**config.mk**
```make
export PLATFORM = sky130hd
export DESIGN_NAME = fir_filter_stream_flat
export DESIGN_NICKNAME = d
export VERILOG_FILES = /design/src/rtl/core/fir_pkg.sv /design/src/rtl/core/fir_if.sv /design/src/rtl/core/fir_mac.sv /design/src/rtl/core/fir_filter_stream.sv /design/src/flat_wrapper.sv
export VERILOG_INCLUDE_DIRS = /design/src /design/src/rtl/core
export SDC_FILE = /design/constraint.sdc
export NUM_CORES = 2
export LEC_CHECK = 0
export BUFFER_PORTS_ARGS = -buffer_cell sky130_fd_sc_hd__buf_4
export CAP_MARGIN = 20
export CORE_AREA = 2 2 445 447
export CTS_CLUSTER_DIAMETER = 30
export CTS_CLUSTER_SIZE = 8
export DETAILED_ROUTE_END_ITERATION = 16
export DIE_AREA = 0 0 447 449
export PLACE_DENSITY = 0.7
export SLEW_MARGIN = 0
export SYNTH_ARGS = -nofsm -noshare
export SYNTH_HDL_FRONTEND = slang
export SYNTH_SLANG_ARGS = --single-unit
```
**constraint.sdc**
```tcl
create_clock -name clk -period 11.77 [get_ports clk]
set_input_delay 0 -clock clk [delete_from_list [all_inputs] [get_ports clk]]
set_output_delay 0 -clock clk [all_outputs]
set_load 0.02 [all_outputs]
```
**src/rtl/core/fir_filter_stream_macros.svh**
```systemverilog
// Assertion helpers shared by the filter RTL.
// Each expects clk and rst in scope; checks are off while rst is high.
`ifndef FIR_FILTER_STREAM_MACROS_SVH
`define FIR_FILTER_STREAM_MACROS_SVH

// Same-cycle implication.
`define FIR_ASSERT_IMPL(lbl, ante, cons) \
  lbl: assert property (@(posedge clk) disable iff (rst) (ante) |-> (cons)) \
    else $error("fir_filter_stream: assertion failed");

// Next-cycle implication.
`define FIR_ASSERT_NEXT(lbl, ante, cons) \
  lbl: assert property (@(posedge clk) disable iff (rst) (ante) |=> (cons)) \
    else $error("fir_filter_stream: assertion failed");

`endif

```
**src/rtl/core/fir_pkg.sv**
```systemverilog
`timescale 1ns / 1ps

package fir_pkg;

  localparam int MAX_TAPS_DEF    = 64;
  localparam int SAMPLE_BITS_DEF = 16;
  localparam int ACC_BITS_DEF    = 40;

  localparam int COEF_BITS     = 16;
  localparam int KIND_BITS     = 2;
  localparam int TAP_IDX_BITS  = 6;
  localparam int TAPS_CFG_BITS = 7;
  localparam int SHIFT_BITS    = 5;
  localparam int CFG_IDX_BITS  = 2;
  localparam int CFG_DATA_BITS = 7;

  localparam logic [KIND_BITS-1:0] KIND_SAMPLE = 2'd0;
  localparam logic [KIND_BITS-1:0] KIND_COEF   = 2'd1;
  localparam logic [KIND_BITS-1:0] KIND_FLUSH  = 2'd2;

  localparam logic [CFG_IDX_BITS-1:0] REG_ACTIVE_TAPS  = 2'd0;
  localparam logic [CFG_IDX_BITS-1:0] REG_RESULT_SHIFT = 2'd1;

  localparam logic [TAPS_CFG_BITS-1:0] ACTIVE_TAPS_RESET  = 7'd64;
  localparam logic [SHIFT_BITS-1:0]    RESULT_SHIFT_RESET = 5'd15;

  // Tags that travel with one operand pair through the MAC pipeline.
  typedef struct packed {
    logic valid;
    logic first;
    logic last;
  } mac_ctl_t;

endpackage

```
**src/rtl/core/fir_if.sv**
```systemverilog
`timescale 1ns / 1ps

interface fir_in_if #(
  parameter int SAMPLE_BITS = fir_pkg::SAMPLE_BITS_DEF
) ();
  logic                                   valid;
  logic                                   ready;
  logic [fir_pkg::KIND_BITS-1:0]          kind;
  logic signed [SAMPLE_BITS-1:0]          sample_in;
  logic [fir_pkg::TAP_IDX_BITS-1:0]       tap_index;
  logic signed [fir_pkg::COEF_BITS-1:0]   tap_value;

  modport source (output valid, kind, sample_in, tap_index, tap_value, input ready);
  modport sink   (input valid, kind, sample_in, tap_index, tap_value, output ready);
endinterface

interface fir_out_if #(
  parameter int SAMPLE_BITS = fir_pkg::SAMPLE_BITS_DEF
) ();
  logic                          valid;
  logic                          ready;
  logic signed [SAMPLE_BITS-1:0] filtered_sample;
  logic                          clipped;
  logic                          last_of_run;

  modport source (output valid, filtered_sample, clipped, last_of_run, input ready);
  modport sink   (input valid, filtered_sample, clipped, last_of_run, output ready);
endinterface

interface fir_cfg_if ();
  logic                               valid;
  logic                               ready;
  logic [fir_pkg::CFG_IDX_BITS-1:0]   index;
  logic [fir_pkg::CFG_DATA_BITS-1:0]  data;

  modport source (output valid, index, data, input ready);
  modport sink   (input valid, index, data, output ready);
endinterface

```
**src/rtl/core/fir_mac.sv**
```systemverilog
`timescale 1ns / 1ps

module fir_mac #(
  parameter int SAMPLE_BITS = fir_pkg::SAMPLE_BITS_DEF,
  parameter int ACC_BITS    = fir_pkg::ACC_BITS_DEF
) (
  input  logic                                 clk,
  input  logic                                 rst,
  input  fir_pkg::mac_ctl_t                    ctl,
  input  logic signed [fir_pkg::COEF_BITS-1:0] coef,
  input  logic signed [SAMPLE_BITS-1:0]        smp,
  output logic signed [ACC_BITS-1:0]           acc,
  output logic                                 done
);

  localparam int PROD_BITS = fir_pkg::COEF_BITS + SAMPLE_BITS;

  logic signed [PROD_BITS-1:0] prod;
  fir_pkg::mac_ctl_t           prod_ctl;

  always_ff @(posedge clk) begin
    if (rst) begin
      prod_ctl <= '0;
      done     <= 1'b0;
    end else begin
      prod_ctl <= ctl;
      done     <= prod_ctl.valid && prod_ctl.last;
    end
  end

  // Payload: product, then wrap-around accumulate (first term reloads).
  always_ff @(posedge clk) begin
    prod <= coef * smp;
    if (prod_ctl.valid) begin
      if (prod_ctl.first) begin
        acc <= ACC_BITS'(prod);
      end else begin
        acc <= acc + ACC_BITS'(prod);
      end
    end
  end

endmodule

```
**src/rtl/core/fir_filter_stream.sv**
```systemverilog
// Direct-form FIR filter over up to MAX_TAPS taps with one shared multiplier and
// accumulator. With n = active_taps clamped to 1..MAX_TAPS, an accepted sample request
// puts its result in the output register, and the next request can be accepted in the
// cycle after that. The steps are: one multiply-accumulate issued per tap for n taps
// from the coefficient and delay-line memories (one registered read each per cycle), a
// drain of the multiplier and accumulator while the delay line takes the new sample, a
// rounding step, a shift/saturate step and the hand-off to the output register. A flush
// request runs that sequence n - 1 times with zero input, one output per run. The
// hand-off waits while the output register still holds an unaccepted result, and the
// request is stretched by that stall. Coefficient writes, unused request kinds and a
// single-tap flush finish in the accepting cycle. The block takes no request while a
// run is in progress; a finished result sits in the output register, so the next
// request can be accepted while it waits. Coefficients and delay line read as zero
// until written after reset; there is no clearing pass.
`timescale 1ns / 1ps
`include "fir_filter_stream_macros.svh"

module fir_filter_stream #(
  parameter int MAX_TAPS    = fir_pkg::MAX_TAPS_DEF,
  parameter int SAMPLE_BITS = fir_pkg::SAMPLE_BITS_DEF,
  parameter int ACC_BITS    = fir_pkg::ACC_BITS_DEF
) (
  input  logic        clk,
  input  logic        rst,
  fir_cfg_if.sink     cfg,
  fir_in_if.sink      cmd,
  fir_out_if.source   res
);

  localparam int DL_DEPTH = MAX_TAPS - 1;
  localparam int DW       = (DL_DEPTH > 1) ? $clog2(DL_DEPTH) : 1;
  localparam int KW       = $clog2(MAX_TAPS);
  localparam int TAPS_W   = $clog2(MAX_TAPS + 1);
  localparam int RW       = ACC_BITS + 1;
  localparam int CB       = fir_pkg::COEF_BITS;

  localparam logic signed [RW-1:0] SAT_HI = RW'((1 << (SAMPLE_BITS - 1)) - 1);
  localparam logic signed [RW-1:0] SAT_LO = -SAT_HI - RW'(1);

  typedef enum logic [2:0] {
    S_IDLE,
    S_MAC,
    S_DRAIN,
    S_ROUND,
    S_SHIFT,
    S_EMIT
  } state_t;

  // Configuration registers
  logic [fir_pkg::TAPS_CFG_BITS-1:0] active_taps;
  logic [fir_pkg::SHIFT_BITS-1:0]    result_shift;

  assign cfg.ready = 1'b1;

  always_ff @(posedge clk) begin
    if (rst) begin
      active_taps  <= fir_pkg::ACTIVE_TAPS_RESET;
      result_shift <= fir_pkg::RESULT_SHIFT_RESET;
    end else if (cfg.valid && cfg.ready) begin
      unique case (cfg.index)
        fir_pkg::REG_ACTIVE_TAPS:  active_taps  <= cfg.data[fir_pkg::TAPS_CFG_BITS-1:0];
        fir_pkg::REG_RESULT_SHIFT: result_shift <= cfg.data[fir_pkg::SHIFT_BITS-1:0];
        default: ;
      endcase
    end
  end

  // Clamp tap count to 1..MAX_TAPS
  logic [TAPS_W-1:0] taps_n;
  always_comb begin
    if (active_taps == '0) begin
      taps_n = TAPS_W'(1);
    end else if (active_taps > fir_pkg::TAPS_CFG_BITS'(MAX_TAPS)) begin
      taps_n = TAPS_W'(MAX_TAPS);
    end else begin
      taps_n = TAPS_W'(active_taps);
    end
  end

  state_t                        state;
  logic [KW-1:0]                 k;
  logic [DW-1:0]                 rd_ptr;
  logic [DW-1:0]                 newest;
  logic [KW-1:0]                 runs_left;
  logic signed [SAMPLE_BITS-1:0] x_reg;
  fir_pkg::mac_ctl_t             rd_ctl;
  logic                          rd_use_x;
  logic signed [RW-1:0]          rnd_q;
  logic signed [SAMPLE_BITS-1:0] sat_q;
  logic                          clip_q;
  logic                          res_valid_q;
  logic signed [SAMPLE_BITS-1:0] res_sample_q;
  logic                          res_clip_q;
  logic                          res_last_q;

  logic                          cmd_acc;
  logic                          tap_last;
  logic                          out_free;
  logic                          coef_we;
  logic [DW-1:0]                 dl_wr_addr;
  logic [DW-1:0]                 rd_ptr_inc;

  logic signed [ACC_BITS-1:0]    acc;
  logic                          mac_done;

  assign cmd.ready  = (state == S_IDLE);
  assign cmd_acc    = cmd.valid && cmd.ready;
  assign tap_last   = (TAPS_W'(k) == taps_n - TAPS_W'(1));
  assign out_free   = !res_valid_q || res.ready;
  assign coef_we    = cmd_acc && (cmd.kind == fir_pkg::KIND_COEF) &&
                      ({1'b0, cmd.tap_index} < (fir_pkg::TAP_IDX_BITS + 1)'(MAX_TAPS));
  assign dl_wr_addr = (newest == '0) ? DW'(DL_DEPTH - 1) : newest - DW'(1);
  assign rd_ptr_inc = (rd_ptr == DW'(DL_DEPTH - 1)) ? '0 : rd_ptr + DW'(1);

  // Coefficient memory, zero until written
  logic signed [CB-1:0] coef_mem [MAX_TAPS];
  logic [MAX_TAPS-1:0]  coef_vld;
  logic signed [CB-1:0] coef_q;
  logic                 coef_vq;

  always_ff @(posedge clk) begin
    if (coef_we) begin
      coef_mem[cmd.tap_index[KW-1:0]] <= cmd.tap_value;
    end
    coef_q <= coef_mem[k];
  end

  always_ff @(posedge clk) begin
    if (rst) begin
      coef_vld <= '0;
      coef_vq  <= 1'b0;
    end else begin
      if (coef_we) begin
        coef_vld[cmd.tap_index[KW-1:0]] <= 1'b1;
      end
      coef_vq <= coef_vld[k];
    end
  end

  // Delay line as a circular buffer: sample j steps back sits at newest + j - 1
  logic signed [SAMPLE_BITS-1:0] dl_mem [DL_DEPTH];
  logic [DL_DEPTH-1:0]           dl_vld;
  logic signed [SAMPLE_BITS-1:0] dl_q;
  logic                          dl_vq;
  logic                          dl_we;

  assign dl_we = (state == S_DRAIN) && mac_done;

  always_ff @(posedge clk) begin
    if (dl_we) begin
      dl_mem[dl_wr_addr] <= x_reg;
    end
    dl_q <= dl_mem[rd_ptr];
  end

  always_ff @(posedge clk) begin
    if (rst) begin
      dl_vld <= '0;
      dl_vq  <= 1'b0;
    end else begin
      if (dl_we) begin
        dl_vld[dl_wr_addr] <= 1'b1;
      end
      dl_vq <= dl_vld[rd_ptr];
    end
  end

  // Shared multiply-accumulate
  logic signed [CB-1:0]          mac_coef;
  logic signed [SAMPLE_BITS-1:0] mac_smp;

  assign mac_coef = coef_vq ? coef_q : '0;
  assign mac_smp  = rd_use_x ? x_reg : (dl_vq ? dl_q : '0);

  fir_mac #(
    .SAMPLE_BITS (SAMPLE_BITS),
    .ACC_BITS    (ACC_BITS)
  ) u_mac (
    .clk  (clk),
    .rst  (rst),
    .ctl  (rd_ctl),
    .coef (mac_coef),
    .smp  (mac_smp),
    .acc  (acc),
    .done (mac_done)
  );

  // Round half up, then floor shift and saturate
  logic signed [RW-1:0] bias;
  logic signed [RW-1:0] shifted;

  assign bias    = (result_shift == '0) ? '0 : (RW'(1) << (result_shift - 1'b1));
  assign shifted = rnd_q >>> result_shift;

  always_ff @(posedge clk) begin
    if (rst) begin
      state       <= S_IDLE;
      rd_ctl      <= '0;
      res_valid_q <= 1'b0;
      runs_left   <= '0;
      newest      <= '0;
      k           <= '0;
      rd_ptr      <= '0;
    end else begin
      rd_ctl <= '0;
      if (res.valid && res.ready) begin
        res_valid_q <= 1'b0;
      end
      unique case (state)
        S_IDLE: begin
          k      <= '0;
          rd_ptr <= newest;
          if (cmd_acc) begin
            case (cmd.kind)
              fir_pkg::KIND_SAMPLE: begin
                x_reg     <= cmd.sample_in;
                runs_left <= KW'(1);
                state     <= S_MAC;
              end
              fir_pkg::KIND_FLUSH: begin
                x_reg     <= '0;
                runs_left <= KW'(taps_n - TAPS_W'(1));
                if (taps_n != TAPS_W'(1)) begin
                  state <= S_MAC;
                end
              end
              default: ;
            endcase
          end
        end
        S_MAC: begin
          rd_ctl   <= '{valid: 1'b1, first: (k == '0), last: tap_last};
          rd_use_x <= (k == '0);
          k        <= k + KW'(1);
          if (k != '0) begin
            rd_ptr <= rd_ptr_inc;
          end
          if (tap_last) begin
            state <= S_DRAIN;
          end
        end
        S_DRAIN: begin
          if (mac_done) begin
            newest <= dl_wr_addr;
            state  <= S_ROUND;
          end
        end
        S_ROUND: begin
          rnd_q <= RW'(acc) + bias;
          state <= S_SHIFT;
        end
        S_SHIFT: begin
          if (shifted > SAT_HI) begin
            sat_q  <= SAMPLE_BITS'(SAT_HI);
            clip_q <= 1'b1;
          end else if (shifted < SAT_LO) begin
            sat_q  <= SAMPLE_BITS'(SAT_LO);
            clip_q <= 1'b1;
          end else begin
            sat_q  <= SAMPLE_BITS'(shifted);
            clip_q <= 1'b0;
          end
          state <= S_EMIT;
        end
        S_EMIT: begin
          if (out_free) begin
            res_valid_q  <= 1'b1;
            res_sample_q <= sat_q;
            res_clip_q   <= clip_q;
            res_last_q   <= (runs_left == KW'(1));
            runs_left    <= runs_left - KW'(1);
            k            <= '0;
            rd_ptr       <= newest;
            if (runs_left == KW'(1)) begin
              state <= S_IDLE;
            end else begin
              state <= S_MAC;
            end
          end
        end
        default: state <= S_IDLE;
      endcase
    end
  end

  assign res.valid           = res_valid_q;
  assign res.filtered_sample = res_sample_q;
  assign res.clipped         = res_clip_q;
  assign res.last_of_run     = res_last_q;

  `FIR_ASSERT_NEXT(a_sample_goes_busy, cmd_acc && (cmd.kind == fir_pkg::KIND_SAMPLE), !cmd.ready)
  `FIR_ASSERT_IMPL(a_run_pending, state != S_IDLE, runs_left != '0)
  `FIR_ASSERT_IMPL(a_tap_in_range, state == S_MAC, TAPS_W'(k) < taps_n)
  `FIR_ASSERT_IMPL(a_mac_done_in_drain, mac_done, state == S_DRAIN)

endmodule

```
**src/flat_wrapper.sv**
```systemverilog
// flat-port wrapper written by rule: the top's interface ports become plain ports
module fir_filter_stream_flat 
#(
  parameter int MAX_TAPS    = fir_pkg::MAX_TAPS_DEF,
  parameter int SAMPLE_BITS = fir_pkg::SAMPLE_BITS_DEF,
  parameter int ACC_BITS    = fir_pkg::ACC_BITS_DEF
)
  (clk, rst, cfg_valid, cfg_index, cfg_data, cfg_ready, cmd_valid, cmd_kind, cmd_sample_in, cmd_tap_index, cmd_tap_value, cmd_ready, res_valid, res_filtered_sample, res_clipped, res_last_of_run, res_ready);
  fir_cfg_if cfg_i ();
  fir_in_if #(.SAMPLE_BITS(SAMPLE_BITS)) cmd_i ();
  fir_out_if #(.SAMPLE_BITS(SAMPLE_BITS)) res_i ();
  input  logic clk;
  input  logic rst;
  input wire logic [$bits(cfg_i.valid)-1:0] cfg_valid;
  input wire logic [$bits(cfg_i.index)-1:0] cfg_index;
  input wire logic [$bits(cfg_i.data)-1:0] cfg_data;
  output wire logic [$bits(cfg_i.ready)-1:0] cfg_ready;
  input wire logic [$bits(cmd_i.valid)-1:0] cmd_valid;
  input wire logic [$bits(cmd_i.kind)-1:0] cmd_kind;
  input wire logic [$bits(cmd_i.sample_in)-1:0] cmd_sample_in;
  input wire logic [$bits(cmd_i.tap_index)-1:0] cmd_tap_index;
  input wire logic [$bits(cmd_i.tap_value)-1:0] cmd_tap_value;
  output wire logic [$bits(cmd_i.ready)-1:0] cmd_ready;
  output wire logic [$bits(res_i.valid)-1:0] res_valid;
  output wire logic [$bits(res_i.filtered_sample)-1:0] res_filtered_sample;
  output wire logic [$bits(res_i.clipped)-1:0] res_clipped;
  output wire logic [$bits(res_i.last_of_run)-1:0] res_last_of_run;
  input wire logic [$bits(res_i.ready)-1:0] res_ready;
  assign cfg_i.valid = cfg_valid;
  assign cfg_i.index = cfg_index;
  assign cfg_i.data = cfg_data;
  assign cfg_ready = cfg_i.ready;
  assign cmd_i.valid = cmd_valid;
  assign cmd_i.kind = cmd_kind;
  assign cmd_i.sample_in = cmd_sample_in;
  assign cmd_i.tap_index = cmd_tap_index;
  assign cmd_i.tap_value = cmd_tap_value;
  assign cmd_ready = cmd_i.ready;
  assign res_valid = res_i.valid;
  assign res_filtered_sample = res_i.filtered_sample;
  assign res_clipped = res_i.clipped;
  assign res_last_of_run = res_i.last_of_run;
  assign res_i.ready = res_ready;
  fir_filter_stream #(.MAX_TAPS(MAX_TAPS), .SAMPLE_BITS(SAMPLE_BITS), .ACC_BITS(ACC_BITS)) u_core (.clk(clk), .rst(rst), .cfg(cfg_i), .cmd(cmd_i), .res(res_i));
endmodule
```
==> summary.txt <==
CTS
  • H-tree depth: 5
  • Clock-pin slew on the worst setup and hold paths: 0.05 ns
  • Worst-Skew Late Latency: 1.00 ns
  • CTS buffer count: between 400 and 500
  • Max clock buf depth: 4
  • CTS Sinks: 2405
  • Post-CTS sizing: 0
  • CTS Root Cell: clkbuf_16
  • CTS tree: done

Logic synthesis
  • Adder-cell share of the synthesized area: 0.0686
  • Simple-gate share of the synthesized area: 0.0516
  • Largest family of logic cells by synthesized area: multiplexers
  • Top cell type's share of synthesized area: 0.606
  • Compound-cell area share of the yosys netlist: 0.0371
  • Syn Std Cell Area: between 100000 and 150000 sq um
  • Syn nets: 6783
  • Synth area leader: edfxtp_1
  • Synth Instances: approximately 6.3k
  • Avg Cell Area, Syn: 17.0 sq um
  • Post-synth EDFFs: 2165
  • Synth Register Bits: 2405
  • Synth unique cells: 85
  • Main flop type after synthesis: edfxtp_1
  • Synthesis Warnings: 0
  • Mux share of post-synthesis cell area: 0.157
  • Register area share after synthesis: 0.651
  • Xor and xnor area share after synthesis: 0.00931
  • Fraction of registers with async set or reset after synthesis: 0
  • Top post-synthesis cells by area: edfxtp_1 (61%), mux4_2 (15%), fa_1 (4.9%)

Finish
  • Post-route insts no fill: just under 10k
  • # fillers: 13.1k
  • Share of cells above drive strength 1: 0.244
  • Final core utilization: 0.645
  • Final #Nets: 7265
  • Final instance area: 126000 sq um
  • Commonest non-fill, non-tap cell in the layout: edfxtp_1
  • Synth-to-layout area growth: 18.0%
  • Max reg flops: 1024
  • Most frequent cells in the layout: edfxtp_1 (2165), mux4_2 (710), nor2_1 (582), clkbuf_16 (457), inv_1 (351)

Setup path
  • Worst path required time: 12.57 ns
  • Critical Path Source Type: flop
  • FF-to-FF setup slack: 3.46 ns
  • Crit Path Class: reg -> reg
  • Worst-path fanout max: 29
  • CP endpoint kind: flop
  • Crit path arrival time: about 9.1 ns

Global routing
  • Global-route wire length before repair: between 400000 and 500000 microns
  • Gr usage total: 0.275
  • Global route overflow: 0
  • Pin count of the biggest net entering global routing: 167
  • Vias in the first global route: 62.1k
  • Initial antenna violation count: 16

Floorplan
  • Die area: 201000 sq um
  • I/O pin cnt: 75
  • Die Wd: roughly 450 microns
  • CORE AREA: 196000 sq um
  • Initial core utilization: 0.546
  • Standard-cell rows: about 160
  • Die H: 449 microns

Route
  • Number of iterations in the first detailed-routing pass: 5
  • Initial DRC Count: 6735
  • DRT Wirelength: ~270000 microns
  • DRC Markers: 0
  • Routed wire length per instance: between 20 and 30 microns
  • Antenna violation net count after detailed routing: 0
  • Vias/cell: 6.16
  • Total number of vias: 60.0k

Power and ir drop
  • PwrDens: 180 nW/um^2
  • Leak: 43.2 nW
  • Peak VDD IR: around 150 uV

Timing
  • Unrepaired setup endpoints after global routing: no
  • Tcrit/Tclk final: 0.706
  • Tightest Pin Transition: 1.43 ns
  • Fin Setup TNS: 0 ns
  • Final max-slew violation count: 0
  • Final setup viols: 0
  • Achievable frequency: ~120 MHz
  • Worst Skew: 0.116 ns
  • Minimum clock period: 8.31 ns
  • Final hold vios: 0
  • Rel. slew slack: 0.0482

Outcome
  • Status: complete, no violations

Place
  • DP Area: 111000 sq um
  • Dpl cells: 8881
  • Port-buffer cells: 73
  • Final GP Congestion: between 0.8 and 0.9
  • Post-DP HPWL: 158000 microns

Worst hold path
  • Worst hold path type: in -> reg

Flow run
  • Max Cap Viol: 0
[where the power goes]
| group | internal, mW | switching [mW] |
|---|---|---|
| sequential | 9.35 | 0.0763 |
| clock | 7.86 | 4.02 |
| combinational | 0.670 | 0.775 |
[through the flow]
| step | setup slack, ns | hold WS, ns | power, mW |
|---|---|---|---|
| floorplan | 4.93 | 0.0989 | 10.5 |
| global placement | 3.90 | 0.212 | 11.0 |
| detailed placement | 3.71 | 0.217 | 11.0 |
| CTS | 3.60 | 0.0310 | 22.9 |
| global route | 2.98 | 0.106 | 23.3 |
| finish | 3.46 | 0.0917 | 22.7 |
[cell usage after synthesis (23+ instances only)]
library cell,count
a211oi_1,23
a21o_1,71
a21oi_1,144
and2_1,40
and3_1,24
buf_1,55
buf_2,51
clkbuf_1,202
dfxtp_1,240
edfxtp_1,2165
fa_1,264
ha_1,165
inv_1,351
mux2i_1,63
mux4_2,710
nand2_1,345
nand2b_1,26
nand3_1,46
nor2_1,650
nor2b_1,30
nor3_1,49
o21ai_0,125
o21bai_1,23
xnor2_1,75
xor2_1,39
[worst paths after layout]
check | from | end | depth (start not counted)
max reg2reg | u_core.rd_use_x | u_core.u_mac.prod[27] | 23
min reg2reg | u_core.sat_q[8] | u_core.res.filtered_sample[8] | 0
min | cmd_valid | u_core.x_reg[4] | 4
max | u_core.rd_use_x | u_core.u_mac.prod[27] | 23
[layout make-up]
cell class              count  area, sq um  share of cell area
flip-flops and latches   2405        69900               0.552
well taps                2640         3300              0.0261
inverters                 353         1330              0.0105
clock inverters           171         1700              0.0134
multi-input cells        3223        35000               0.277
diodes                      3         7.51           0.0000594
clock buffers             605        12300              0.0974
repair buffers            353         2960              0.0234
[logic make-up (layout without fill, tap and decap cells)]
| group | Yosys count | in the layout |
|---|---|---|
| adder cells (fa/ha/maj) | 429 | 429 |
| AO/OA/AOI/OAI | 600 | 600 |
| flip-flops | 2405 | 2405 |
| buffers and inverters | 672 | 1482 |
| XOR/XNOR | 114 | 114 |
| multiplexers | 792 | 792 |
| AND/OR/NAND/NOR | 1287 | 1287 |
| other | 1 | 4 |
[critical path, stage by stage, from the launching register on]
cell and delay [ns]:
edfxtp_1 0.92, nor2b_2 0.39, a22oi_1 1.16, nor2_1 0.18, fa_1 0.55, inv_1 0.05, fa_1 0.46, fa_1 0.51
inv_1 0.06, fa_1 0.44, fa_1 0.51, inv_1 0.05, fa_1 0.47, inv_1 0.04, ha_1 0.32, a21o_1 0.17
a21oi_1 0.19, o21ai_0 0.13, a21o_1 0.20, and2_1 0.16, a211oi_1 0.60, o31ai_1 0.21, a21oi_1 0.22, xnor2_1 0.15
[metal layers]
metal	vias up	wire length, microns	GRT usage
met2	2952	132000	0.437
li1	25300	-	-
met5	-	69	0
met3	497	22600	0.0538
met4	10	9630	0.101
met1	31300	108000	0.380
[repair_timing]
action | CTS | global route
hold buffers | 90 | 0
setup buffers | 0 | 0
hold endpoints to repair | 2090 | 0
Note: power is estimated with default switching activity, not from simulation.
